### config.mk
export PLATFORM = sky130hd
export DESIGN_NAME = bounded_deque_engine_unit
export DESIGN_NICKNAME = d
export VERILOG_FILES = /design/src/hdl/bde_pkg.sv /design/src/hdl/bde_ram.sv /design/src/hdl/bde_front.sv /design/src/hdl/bde_back.sv /design/src/hdl/bounded_deque_engine_unit.sv
export SDC_FILE = /design/constraint.sdc
export NUM_CORES = 1
export LEC_CHECK = 0
export BUFFER_PORTS_ARGS = -buffer_cell sky130_fd_sc_hd__buf_2
export CAP_MARGIN = 20
export CORE_MARGIN = 5
export CORE_UTILIZATION = 59
export DETAILED_ROUTE_END_ITERATION = 16
export GPL_TIMING_DRIVEN = 0
export PLACE_DENSITY = 0.84
export SLEW_MARGIN = 20
export SYNTH_ARGS = -nofsm -noshare
export SYNTH_HDL_FRONTEND = slang
export SYNTH_HIERARCHICAL = 1
export SYNTH_SLANG_ARGS = --single-unit
### constraint.sdc
create_clock -name i_clk -period 17.9 [get_ports i_clk]
set_clock_uncertainty 0.1 [all_clocks]
set_input_delay 2.685 -clock i_clk [delete_from_list [all_inputs] [get_ports i_clk]]
set_output_delay 2.685 -clock i_clk [all_outputs]
set_load 0.005 [all_outputs]
### src/hdl/bde_pkg.sv
`timescale 1ns / 1ps
// ----------------------------------------------------------------------------
// bde_pkg
// Shared sizes, operation codes, command type and ring helpers of the
// bounded deque engine.
// ----------------------------------------------------------------------------
package bde_pkg;

    localparam int DEPTH         = 16;
    localparam int ELEMENT_WIDTH = 32;

    localparam int WORD_W  = 32;
    localparam int KIND_W  = 3;
    localparam int INDEX_W = 4;
    localparam int ADDR_W  = (DEPTH > 1) ? $clog2(DEPTH) : 1;
    localparam int COUNT_W = $clog2(DEPTH + 1);
    localparam int CMP_W   = (COUNT_W > INDEX_W) ? COUNT_W : INDEX_W;

    localparam logic [KIND_W-1:0] KIND_PUSH_FRONT = 3'd0;
    localparam logic [KIND_W-1:0] KIND_PUSH_REAR  = 3'd1;
    localparam logic [KIND_W-1:0] KIND_POP_FRONT  = 3'd2;
    localparam logic [KIND_W-1:0] KIND_POP_REAR   = 3'd3;
    localparam logic [KIND_W-1:0] KIND_REMOVE     = 3'd4;
    localparam logic [KIND_W-1:0] KIND_FIND       = 3'd5;
    localparam logic [KIND_W-1:0] KIND_GET        = 3'd6;
    localparam logic [KIND_W-1:0] KIND_QUERY      = 3'd7;

    typedef logic [ELEMENT_WIDTH-1:0] t_elem;

    typedef struct packed {
        logic [KIND_W-1:0]  kind;
        logic               scan;   // remove or find: walks the stored elements
        t_elem              key;
        logic [INDEX_W-1:0] index;
    } t_cmd;

    // (base + offset) mod DEPTH; base < DEPTH and offset <= DEPTH
    function automatic logic [ADDR_W-1:0] ring_add(input logic [ADDR_W-1:0] base,
                                                   input logic [COUNT_W-1:0] offset);
        logic [COUNT_W:0] sum;
        sum = (COUNT_W + 1)'(base) + (COUNT_W + 1)'(offset);
        if (sum >= (COUNT_W + 1)'(DEPTH)) begin
            sum = sum - (COUNT_W + 1)'(DEPTH);
        end
        return ADDR_W'(sum);
    endfunction

    function automatic logic [ADDR_W-1:0] ring_dec(input logic [ADDR_W-1:0] base);
        logic [ADDR_W-1:0] res;
        if (base == '0) begin
            res = ADDR_W'(DEPTH - 1);
        end else begin
            res = base - 1'b1;
        end
        return res;
    endfunction

    function automatic t_elem to_elem(input logic [WORD_W-1:0] word);
        return ELEMENT_WIDTH'(word);
    endfunction

    function automatic logic [WORD_W-1:0] to_word(input t_elem elem);
        return WORD_W'(elem);
    endfunction

endpackage

### src/hdl/bde_ram.sv
`timescale 1ns / 1ps
// ----------------------------------------------------------------------------
// bde_ram
// Generic simple dual-port RAM: one write port, one read port, registered read.
// ----------------------------------------------------------------------------
module bde_ram #(
    parameter int WIDTH = 32,
    parameter int DEPTH = 16
) (
    input  logic                                   i_clk,
    input  logic                                   i_we,
    input  logic [((DEPTH > 1) ? $clog2(DEPTH) : 1)-1:0] i_waddr,
    input  logic [WIDTH-1:0]                       i_wdata,
    input  logic [((DEPTH > 1) ? $clog2(DEPTH) : 1)-1:0] i_raddr,
    output logic [WIDTH-1:0]                       o_rdata
);

    logic [WIDTH-1:0] r_mem [DEPTH];
    logic [WIDTH-1:0] r_rdata;

    always_ff @(posedge i_clk) begin
        if (i_we) begin
            r_mem[i_waddr] <= i_wdata;
        end
        r_rdata <= r_mem[i_raddr];
    end

    assign o_rdata = r_rdata;

endmodule

### src/hdl/bde_front.sv
`timescale 1ns / 1ps
// ----------------------------------------------------------------------------
// bde_front
// Accepts items, classifies them into commands and holds them in a two-entry
// queue ahead of the execution sequencer.
// ----------------------------------------------------------------------------
module bde_front (
    input  logic                          i_clk,
    input  logic                          i_rst_n,
    input  logic                          i_push,
    output logic                          o_full,
    input  logic [bde_pkg::KIND_W-1:0]    i_kind,
    input  logic [bde_pkg::WORD_W-1:0]    i_value,
    input  logic [bde_pkg::INDEX_W-1:0]   i_index,
    output logic                          o_cmd_valid,
    output bde_pkg::t_cmd                 o_cmd,
    input  logic                          i_cmd_take
);
    import bde_pkg::*;

    t_cmd       r_q [2];
    logic       r_wp, n_wp;
    logic       r_rp, n_rp;
    logic [1:0] r_cnt, n_cnt;
    t_cmd       w_cmd;
    logic       w_wr;
    logic       w_rd;

    always_comb begin
        w_cmd.kind  = i_kind;
        w_cmd.scan  = (i_kind == KIND_REMOVE) || (i_kind == KIND_FIND);
        w_cmd.key   = to_elem(i_value);
        w_cmd.index = i_index;
    end

    assign o_full      = (r_cnt == 2'd2);
    assign o_cmd_valid = (r_cnt != 2'd0);
    assign o_cmd       = r_q[r_rp];
    assign w_wr        = i_push && !o_full;
    assign w_rd        = i_cmd_take && o_cmd_valid;

    always_comb begin
        n_wp  = w_wr ? ~r_wp : r_wp;
        n_rp  = w_rd ? ~r_rp : r_rp;
        n_cnt = r_cnt + {1'b0, w_wr} - {1'b0, w_rd};
    end

    always_ff @(posedge i_clk) begin
        if (!i_rst_n) begin
            r_wp  <= 1'b0;
            r_rp  <= 1'b0;
            r_cnt <= 2'd0;
        end else begin
            r_wp  <= n_wp;
            r_rp  <= n_rp;
            r_cnt <= n_cnt;
        end
    end

    always_ff @(posedge i_clk) begin
        if (w_wr) begin
            r_q[r_wp] <= w_cmd;
        end
    end

endmodule

### src/hdl/bde_back.sv
`timescale 1ns / 1ps
// ----------------------------------------------------------------------------
// bde_back
// Execution sequencer: carries out one command at a time on the ring held in
// the slot RAM, then reads front and rear and posts the result register.
// ----------------------------------------------------------------------------
module bde_back (
    input  logic                          i_clk,
    input  logic                          i_rst_n,
    input  logic                          i_cmd_valid,
    input  bde_pkg::t_cmd                 i_cmd,
    output logic                          o_cmd_take,
    output logic                          o_empty,
    input  logic                          i_pop,
    output logic                          o_ok,
    output logic [bde_pkg::WORD_W-1:0]    o_read_value,
    output logic [bde_pkg::WORD_W-1:0]    o_front_value,
    output logic [bde_pkg::WORD_W-1:0]    o_rear_value,
    output logic [bde_pkg::COUNT_W-1:0]   o_count,
    output logic                          o_is_empty,
    output logic                          o_is_full
);
    import bde_pkg::*;

    localparam logic [2:0] S_IDLE  = 3'd0;
    localparam logic [2:0] S_GET   = 3'd1;
    localparam logic [2:0] S_SCAN  = 3'd2;
    localparam logic [2:0] S_SHIFT = 3'd3;
    localparam logic [2:0] S_STF   = 3'd4;
    localparam logic [2:0] S_STR   = 3'd5;
    localparam logic [2:0] S_STD   = 3'd6;
    localparam logic [2:0] S_DONE  = 3'd7;

    logic [2:0]         r_state, n_state;
    logic [ADDR_W-1:0]  r_fp, n_fp;
    logic [COUNT_W-1:0] r_cnt, n_cnt;
    logic               r_out_valid, n_out_valid;

    logic [KIND_W-1:0]  r_kind, n_kind;
    t_elem              r_key, n_key;
    logic [COUNT_W-1:0] r_i, n_i;
    logic               r_cmp_valid, n_cmp_valid;
    logic [COUNT_W-1:0] r_cmp_idx, n_cmp_idx;
    logic [COUNT_W-1:0] r_j, n_j;
    logic               r_ok, n_ok;
    t_elem              r_rd, n_rd;
    t_elem              r_fv, n_fv;
    t_elem              r_rv, n_rv;

    logic               r_o_ok;
    t_elem              r_o_rd, r_o_fv, r_o_rv;
    logic [COUNT_W-1:0] r_o_cnt;
    logic               w_load;

    logic               ram_we;
    logic [ADDR_W-1:0]  ram_waddr;
    t_elem              ram_wdata;
    logic [ADDR_W-1:0]  ram_raddr;
    t_elem              ram_rdata;

    logic               w_hit;
    logic [COUNT_W:0]   w_next1;
    logic [COUNT_W:0]   w_j2;
    logic               w_room;
    logic               w_idx_in;

    bde_ram #(
        .WIDTH (ELEMENT_WIDTH),
        .DEPTH (DEPTH)
    ) u_slots (
        .i_clk   (i_clk),
        .i_we    (ram_we),
        .i_waddr (ram_waddr),
        .i_wdata (ram_wdata),
        .i_raddr (ram_raddr),
        .o_rdata (ram_rdata)
    );

    assign w_hit    = r_cmp_valid && (ram_rdata == r_key);
    assign w_next1  = {1'b0, r_cmp_idx} + 1'b1;
    assign w_j2     = {1'b0, r_j} + 2'd2;
    assign w_room   = (r_cnt < COUNT_W'(DEPTH));
    assign w_idx_in = (CMP_W'(i_cmd.index) < CMP_W'(r_cnt));

    always_comb begin
        n_state     = r_state;
        n_fp        = r_fp;
        n_cnt       = r_cnt;
        n_kind      = r_kind;
        n_key       = r_key;
        n_i         = r_i;
        n_cmp_valid = r_cmp_valid;
        n_cmp_idx   = r_cmp_idx;
        n_j         = r_j;
        n_ok        = r_ok;
        n_rd        = r_rd;
        n_fv        = r_fv;
        n_rv        = r_rv;
        o_cmd_take  = 1'b0;
        w_load      = 1'b0;
        ram_we      = 1'b0;
        ram_waddr   = r_fp;
        ram_wdata   = r_key;
        ram_raddr   = r_fp;

        unique case (r_state)
            S_IDLE: begin
                if (i_cmd_valid) begin
                    o_cmd_take  = 1'b1;
                    n_kind      = i_cmd.kind;
                    n_key       = i_cmd.key;
                    n_ok        = 1'b0;
                    n_rd        = '0;
                    n_i         = '0;
                    n_cmp_valid = 1'b0;
                    n_state     = S_STF;
                    if (i_cmd.scan) begin
                        n_state = S_SCAN;
                    end else begin
                        unique case (i_cmd.kind)
                            KIND_PUSH_FRONT: begin
                                if (w_room) begin
                                    n_fp      = ring_dec(r_fp);
                                    ram_we    = 1'b1;
                                    ram_waddr = ring_dec(r_fp);
                                    ram_wdata = i_cmd.key;
                                    n_cnt     = r_cnt + 1'b1;
                                    n_ok      = 1'b1;
                                end
                            end
                            KIND_PUSH_REAR: begin
                                if (w_room) begin
                                    ram_we    = 1'b1;
                                    ram_waddr = ring_add(r_fp, r_cnt);
                                    ram_wdata = i_cmd.key;
                                    n_cnt     = r_cnt + 1'b1;
                                    n_ok      = 1'b1;
                                end
                            end
                            KIND_POP_FRONT: begin
                                if (r_cnt != '0) begin
                                    n_fp  = ring_add(r_fp, COUNT_W'(1));
                                    n_cnt = r_cnt - 1'b1;
                                    n_ok  = 1'b1;
                                end
                            end
                            KIND_POP_REAR: begin
                                if (r_cnt != '0) begin
                                    n_cnt = r_cnt - 1'b1;
                                    n_ok  = 1'b1;
                                end
                            end
                            KIND_GET: begin
                                if (w_idx_in) begin
                                    ram_raddr = ring_add(r_fp, COUNT_W'(i_cmd.index));
                                    n_ok      = 1'b1;
                                    n_state   = S_GET;
                                end
                            end
                            default: begin
                                // query, and the scan kinds handled above
                                n_ok = 1'b1;
                            end
                        endcase
                    end
                end
            end
            S_GET: begin
                n_rd    = ram_rdata;
                n_state = S_STF;
            end
            S_SCAN: begin
                // read of position i issued while position i-1 is compared
                if (w_hit) begin
                    n_ok = 1'b1;
                    if (r_kind == KIND_REMOVE) begin
                        if (w_next1 < (COUNT_W + 1)'(r_cnt)) begin
                            ram_raddr = ring_add(r_fp, COUNT_W'(w_next1));
                            n_j       = r_cmp_idx;
                            n_state   = S_SHIFT;
                        end else begin
                            n_cnt   = r_cnt - 1'b1;
                            n_state = S_STF;
                        end
                    end else begin
                        n_state = S_STF;
                    end
                end else if (r_i < r_cnt) begin
                    ram_raddr   = ring_add(r_fp, r_i);
                    n_i         = r_i + 1'b1;
                    n_cmp_valid = 1'b1;
                    n_cmp_idx   = r_i;
                end else begin
                    n_ok    = 1'b0;
                    n_state = S_STF;
                end
            end
            S_SHIFT: begin
                // element j+1 arrives and moves one place toward the front
                ram_we    = 1'b1;
                ram_waddr = ring_add(r_fp, r_j);
                ram_wdata = ram_rdata;
                if (w_j2 < (COUNT_W + 1)'(r_cnt)) begin
                    ram_raddr = ring_add(r_fp, COUNT_W'(w_j2));
                    n_j       = r_j + 1'b1;
                end else begin
                    n_cnt   = r_cnt - 1'b1;
                    n_state = S_STF;
                end
            end
            S_STF: begin
                if (r_cnt == '0) begin
                    n_fv    = '0;
                    n_rv    = '0;
                    n_state = S_DONE;
                end else begin
                    ram_raddr = r_fp;
                    n_state   = S_STR;
                end
            end
            S_STR: begin
                n_fv      = ram_rdata;
                ram_raddr = ring_add(r_fp, r_cnt - 1'b1);
                n_state   = S_STD;
            end
            S_STD: begin
                n_rv    = ram_rdata;
                n_state = S_DONE;
            end
            S_DONE: begin
                if (!r_out_valid || i_pop) begin
                    w_load  = 1'b1;
                    n_state = S_IDLE;
                end
            end
            default: begin
                n_state = S_IDLE;
            end
        endcase
    end

    always_comb begin
        n_out_valid = r_out_valid;
        if (i_pop && r_out_valid) begin
            n_out_valid = 1'b0;
        end
        if (w_load) begin
            n_out_valid = 1'b1;
        end
    end

    always_ff @(posedge i_clk) begin
        if (!i_rst_n) begin
            r_state     <= S_IDLE;
            r_fp        <= '0;
            r_cnt       <= '0;
            r_out_valid <= 1'b0;
        end else begin
            r_state     <= n_state;
            r_fp        <= n_fp;
            r_cnt       <= n_cnt;
            r_out_valid <= n_out_valid;
        end
    end

    always_ff @(posedge i_clk) begin
        r_kind      <= n_kind;
        r_key       <= n_key;
        r_i         <= n_i;
        r_cmp_valid <= n_cmp_valid;
        r_cmp_idx   <= n_cmp_idx;
        r_j         <= n_j;
        r_ok        <= n_ok;
        r_rd        <= n_rd;
        r_fv        <= n_fv;
        r_rv        <= n_rv;
        if (w_load) begin
            r_o_ok  <= r_ok;
            r_o_rd  <= r_rd;
            r_o_fv  <= r_fv;
            r_o_rv  <= r_rv;
            r_o_cnt <= r_cnt;
        end
    end

    assign o_empty       = !r_out_valid;
    assign o_ok          = r_o_ok;
    assign o_read_value  = to_word(r_o_rd);
    assign o_front_value = to_word(r_o_fv);
    assign o_rear_value  = to_word(r_o_rv);
    assign o_count       = r_o_cnt;
    assign o_is_empty    = (r_o_cnt == '0);
    assign o_is_full     = (r_o_cnt == COUNT_W'(DEPTH));

endmodule

### src/hdl/bounded_deque_engine_unit.sv
`timescale 1ns / 1ps
// ----------------------------------------------------------------------------
// bounded_deque_engine_unit
// Bounded double-ended queue kept as a ring in a slot RAM: push/pop at both
// ends, remove-by-value with gap closing, find, get by position, query.
//
//   channel   handshake            payload
//   request   push / full          i_kind, i_value, i_index
//   result    empty / pop          o_ok, o_read_value, o_front_value,
//                                  o_rear_value, o_count, o_is_empty, o_is_full
//
// Push, pop, get and query pass through the sequencer, which then fetches front
// and rear with registered RAM reads after each operation.
// Find and remove first scan the stored elements; remove then closes the gap,
// one element moved per cycle. A two-entry command queue takes requests
// while the sequencer works and a finished result waits in its register.
// Synchronous active-low reset empties the queue; no clearing pass.
// ----------------------------------------------------------------------------
module bounded_deque_engine_unit (
    input  logic                          i_clk,
    input  logic                          i_rst_n,
    input  logic                          push,
    output logic                          full,
    input  logic [bde_pkg::KIND_W-1:0]    i_kind,
    input  logic [bde_pkg::WORD_W-1:0]    i_value,
    input  logic [bde_pkg::INDEX_W-1:0]   i_index,
    output logic                          empty,
    input  logic                          pop,
    output logic                          o_ok,
    output logic [bde_pkg::WORD_W-1:0]    o_read_value,
    output logic [bde_pkg::WORD_W-1:0]    o_front_value,
    output logic [bde_pkg::WORD_W-1:0]    o_rear_value,
    output logic [bde_pkg::COUNT_W-1:0]   o_count,
    output logic                          o_is_empty,
    output logic                          o_is_full
);
    import bde_pkg::*;

    logic cmd_valid;
    t_cmd cmd;
    logic cmd_take;

    bde_front u_front (
        .i_clk       (i_clk),
        .i_rst_n     (i_rst_n),
        .i_push      (push),
        .o_full      (full),
        .i_kind      (i_kind),
        .i_value     (i_value),
        .i_index     (i_index),
        .o_cmd_valid (cmd_valid),
        .o_cmd       (cmd),
        .i_cmd_take  (cmd_take)
    );

    bde_back u_back (
        .i_clk         (i_clk),
        .i_rst_n       (i_rst_n),
        .i_cmd_valid   (cmd_valid),
        .i_cmd         (cmd),
        .o_cmd_take    (cmd_take),
        .o_empty       (empty),
        .i_pop         (pop),
        .o_ok          (o_ok),
        .o_read_value  (o_read_value),
        .o_front_value (o_front_value),
        .o_rear_value  (o_rear_value),
        .o_count       (o_count),
        .o_is_empty    (o_is_empty),
        .o_is_full     (o_is_full)
    );

endmodule
==> key figures <==
Clocking
  • Cts hold-fix bufs: 0
  • Post-CTS Setup Bufs: 0
  • CTS tree: built
  • CTS Buffer Depth: 3
  • CTS root buffer: clkbuf_16
  • Clk slew on worst S/H paths: roughly 0.07 ns
  • Clk Latency, worst-skew pair: around 0.65 ns
  • Clk sinks: slightly below 900
  • Post-CTS resize count: 0
  • Clock H-tree levels: 3
  • TritonCTS Buffers: 83

Global routing
  • Largest net degree at the start of global routing: 34
  • Met1 Use GR: 0.364
  • Met2 Use GR: 0.491
  • Busiest grt layer: met2
  • Initial antenna violation count: 3
  • Gr usage total: 0.290
  • Vias in the first global route: 20600
  • Met3 Use GR: 0.0605
  • Total congestion overflow: 0
  • First-pass GRT wire length: around 140000 um

Final layout
  • Layout cells sized above 1: 0.245
  • Total area of sequential cells: between 20000 and 30000 um^2
  • Fillers: around 3400
  • Final core occ: 0.684
  • Area grow syn2layout: 15.2%
  • Design Area, Final: slightly above 40000 um^2
  • Net count, final: around 2300
  • Footprint of the multi-input gates: around 8300 um^2

Detailed routing
  • Total wire length: between 90000 and 100000 um
  • Final ANT Viol Nets: 0
  • Vias per cell: about 6.7
  • First-pass detailed-route iteration total: 6
  • Via Count: 20100
  • DRC Markers: 0
  • WL per Instance: a little over 30 um
  • Detailed router's first-iteration violation count: 2799

Die
  • Die area: roughly 64000 um^2
  • Die Y-Extent: 253 um
  • DIE WIDTH: 253 um
  • Core area: approximately 59000 um^2
  • Num ports: 149
  • Std cell rows: 89
  • Initial Util: 0.594

Worst hold path
  • Worst hold path class: flop to flop

Worst setup path
  • CP peak stage delay: between 0.7 and 0.8 ns
  • Critical path type: flop to flop
  • Cell Chain, Critical Path: ha_1 -> xor2_1 -> ha_1 -> o21a_1 -> a211oi_1 -> o21ai_0 -> nor4b_2 -> mux2i_1 -> a21oi_1 -> o211ai_1 -> buf_2 -> clkbuf_1 -> mux4_2 -> a22oi_1 -> nand2_1
  • Crit end category: flop
  • Data arrival time of the critical path: 6.16 ns
  • CP required: 18.27 ns
  • CP max-delay cell: nor4b_2
  • Max FO, Critical Path: 10
  • Reg2reg setup slack: approximately 12 ns
  • Critical Path Start Type: flop
  • Crit-path most repeated cell: ha_1

Placed design
  • HPWL Detailed: 59000 um
  • PortBufs: between 100 and 150
  • Dpl cell area: between 30000 and 40000 um^2
  • Final Wtd Congestion: just under 0.9

Synthesis
  • Number of synthesized flops with an enable pin: around 840
  • #FFs+latches synth: a little under 900
  • Fraction of registers with async set/reset: 0
  • Post-synthesis sequential area ratio: 0.752
  • Area of the mapped netlist: about 35000 um^2
  • Count of cell types in the netlist: 72
  • Syn_area_per_cell: ~18 um^2
  • Synth area leaders: edfxtp_1 (72%), mux4_2 (8.2%), dfxtp_1 (2.9%)
  • Synthesized instance count: ~1900
  • Top FF cell, synth: edfxtp_1
  • Post-Synthesis Net Count: 1987
  • Cell taking the most area after synthesis: edfxtp_1
  • Synth top area share: 0.723
  • YS warnings: 6

Power
  • Peak supply drop: just over 0.09 mV
  • PD cells: 156 nW/um^2
  • Net Sw Frac: 0.314
  • Leakage: approximately 14 nW
  • Reg power frac: 0.474
  • P_int: 4.29 mW
  • Clock share of power: 0.294
  • Net load switching power: between 1.5 and 2 mW
  • Logic gate share of total power: 0.232

STA
  • Worst Tran Pin Value: ~1.0 ns
  • Relative slew slack: 0.301
  • Fmax: roughly 0.17 GHz
  • Minimum clock period: slightly below 6 ns
  • Setup_tns: 0 ns
  • Final Max Tran Viols: 0
  • Final hold vios: 0
  • Setup-failing EPs final: 0
  • Part of the cycle the worst path needs: 0.323
  • Unrepaired setup endpoints after global routing: false

Run
  • Max_cap viols: 0

Outcome
  • Status: finished clean
-- final timing paths --
check | from | depth (start not counted) | to
hold / removal | u_back/r_rv[26]$_SDFFCE_PN0P_ | 0 | u_back/o_rear_value[26]$_DFFE_PP_
setup reg to reg | u_back/r_cmp_idx[0]$_DFFE_PP_ | 15 | u_back/u_slots/o_rdata[24]$_DFF_P_
hold reg to reg | u_back/r_rv[26]$_SDFFCE_PN0P_ | 0 | u_back/o_rear_value[26]$_DFFE_PP_
setup / recovery | u_back/r_cmp_idx[0]$_DFFE_PP_ | 15 | u_back/u_slots/o_rdata[24]$_DFF_P_
-- registers in the layout, summed over array words and instances (netlist names), 4 cells and up, named ones only --
signal	flops
u_back/r_key	32
u_back/o_front_value	32
u_front/r_q	80
u_back/r_i	5
u_back/o_read_value	32
u_back/r_cnt	5
u_back/u_slots/o_rdata	32
u_back/u_slots/r_mem	512
u_back/r_cmp_idx	5
u_back/o_rear_value	32
u_back/o_count	5
u_back/r_fp	4
u_back/r_rv	32
u_back/r_rd	32
u_back/r_j	5
u_back/r_fv	32
-- critical path, delay by kind of cell (launching register included) --
family | cells | cell delay [ns]
DFF | 1 | 0.51
muxes | 2 | 0.68
and+or+nand+nor | 2 | 0.93
buffers and inverters | 2 | 1.15
adders and majority gates | 2 | 0.57
xor gates and xnor gates | 1 | 0.27
AOI/OAI and AO/OA | 6 | 1.42
-- power groups by stage --
stage | logic (mW) | clock network, mW | registers, mW
after floorplan | 0.886 | 0 | 2.90
after global placement | 1.27 | 0 | 2.97
after detailed placement | 1.37 | 0 | 2.99
after CTS | 1.41 | 1.85 | 2.96
after global routing | 1.53 | 1.94 | 2.98
final | 1.45 | 1.84 | 2.97
-- Yosys cell counts, types with 4 or more instances --
cell      number
edfxtp_1     842
nand2_1      135
mux4_2       128
a22oi_1       96
and2_1        74
dfxtp_1       50
nor2_1        49
clkbuf_1      48
ha_1          46
xor2_1        45
mux2_2        40
and3_1        36
inv_1         27
o21ai_0       27
a21oi_1       23
xnor2_1       20
nor3_1        16
nand3_1       15
nor4_1        15
buf_1         10
buf_2          9
buf_4          9
nor2b_1        9
a21o_1         8
a31oi_1        8
mux2i_1        8
fa_1           7
nand4_1        7
buf_6          6
nand2b_1       6
o211ai_1       5
a211oi_1       4
nand3b_1       4
nor3b_1        4
or3_1          4
-- metal layers --
| metal | vias to the layer above | wire [um] |
|---|---|---|
| met5 | - | 30 |
| met4 | 4 | 5010 |
| met3 | 361 | 10200 |
| met2 | 1662 | 46700 |
| met1 | 9994 | 31100 |
| li1 | 8055 | - |
-- cells by family (layout without fill, tap and decap cells) --
logic type | after synthesis | after routing | synth area share
compound gates | 202 | 202 | 0.0409
xor+xnor | 65 | 65 | 0.0163
fa+ha+maj | 53 | 53 | 0.0205
buf+inv | 111 | 454 | 0.0149
flops | 892 | 892 | 0.752
mux | 176 | 176 | 0.0977
other cells | 0 | 1 | 0
simple gates | 392 | 392 | 0.0576
-- layout make-up --
class                           count  share of cell area
Antenna cell                        1           0.0000622
Buffer                             84              0.0104
Clock buffer                      100              0.0544
Clock inverter                     55              0.0162
Inverter                           27             0.00252
Multi-Input combinational cell    888               0.206
Sequential cell                   892               0.653
Tap cell                          773              0.0240
Timing Repair Buffer              188              0.0335
-- layout by cell type, fill, tap and decap left out, types with 46 or more instances in the layout --
| master | n |
|---|---|
| dfxtp_1 | 50 |
| and2_1 | 74 |
| edfxtp_1 | 842 |
| clkbuf_1 | 60 |
| buf_2 | 157 |
| ha_1 | 46 |
| clkbuf_16 | 83 |
| mux4_2 | 128 |
| a22oi_1 | 96 |
| nand2_1 | 135 |
-- through the flow --
step / power [mW] / worst slack [ns] / hold WS (ns) / cells
3_3_place_gp: 4.24 / 8.58 / 0.301 / 2812
5_1_grt: 6.45 / 12.04 / 0.313 / 3007
6_report: 6.26 / 12.11 / 0.305 / 3008
2_1_floorplan: 3.79 / 9.90 / 0.300 / 1891
4_1_cts: 6.22 / 12.27 / 0.305 / 3007
3_5_place_dp: 4.35 / 12.38 / 0.305 / 2852
Note: power is estimated with default switching activity, not from simulation.
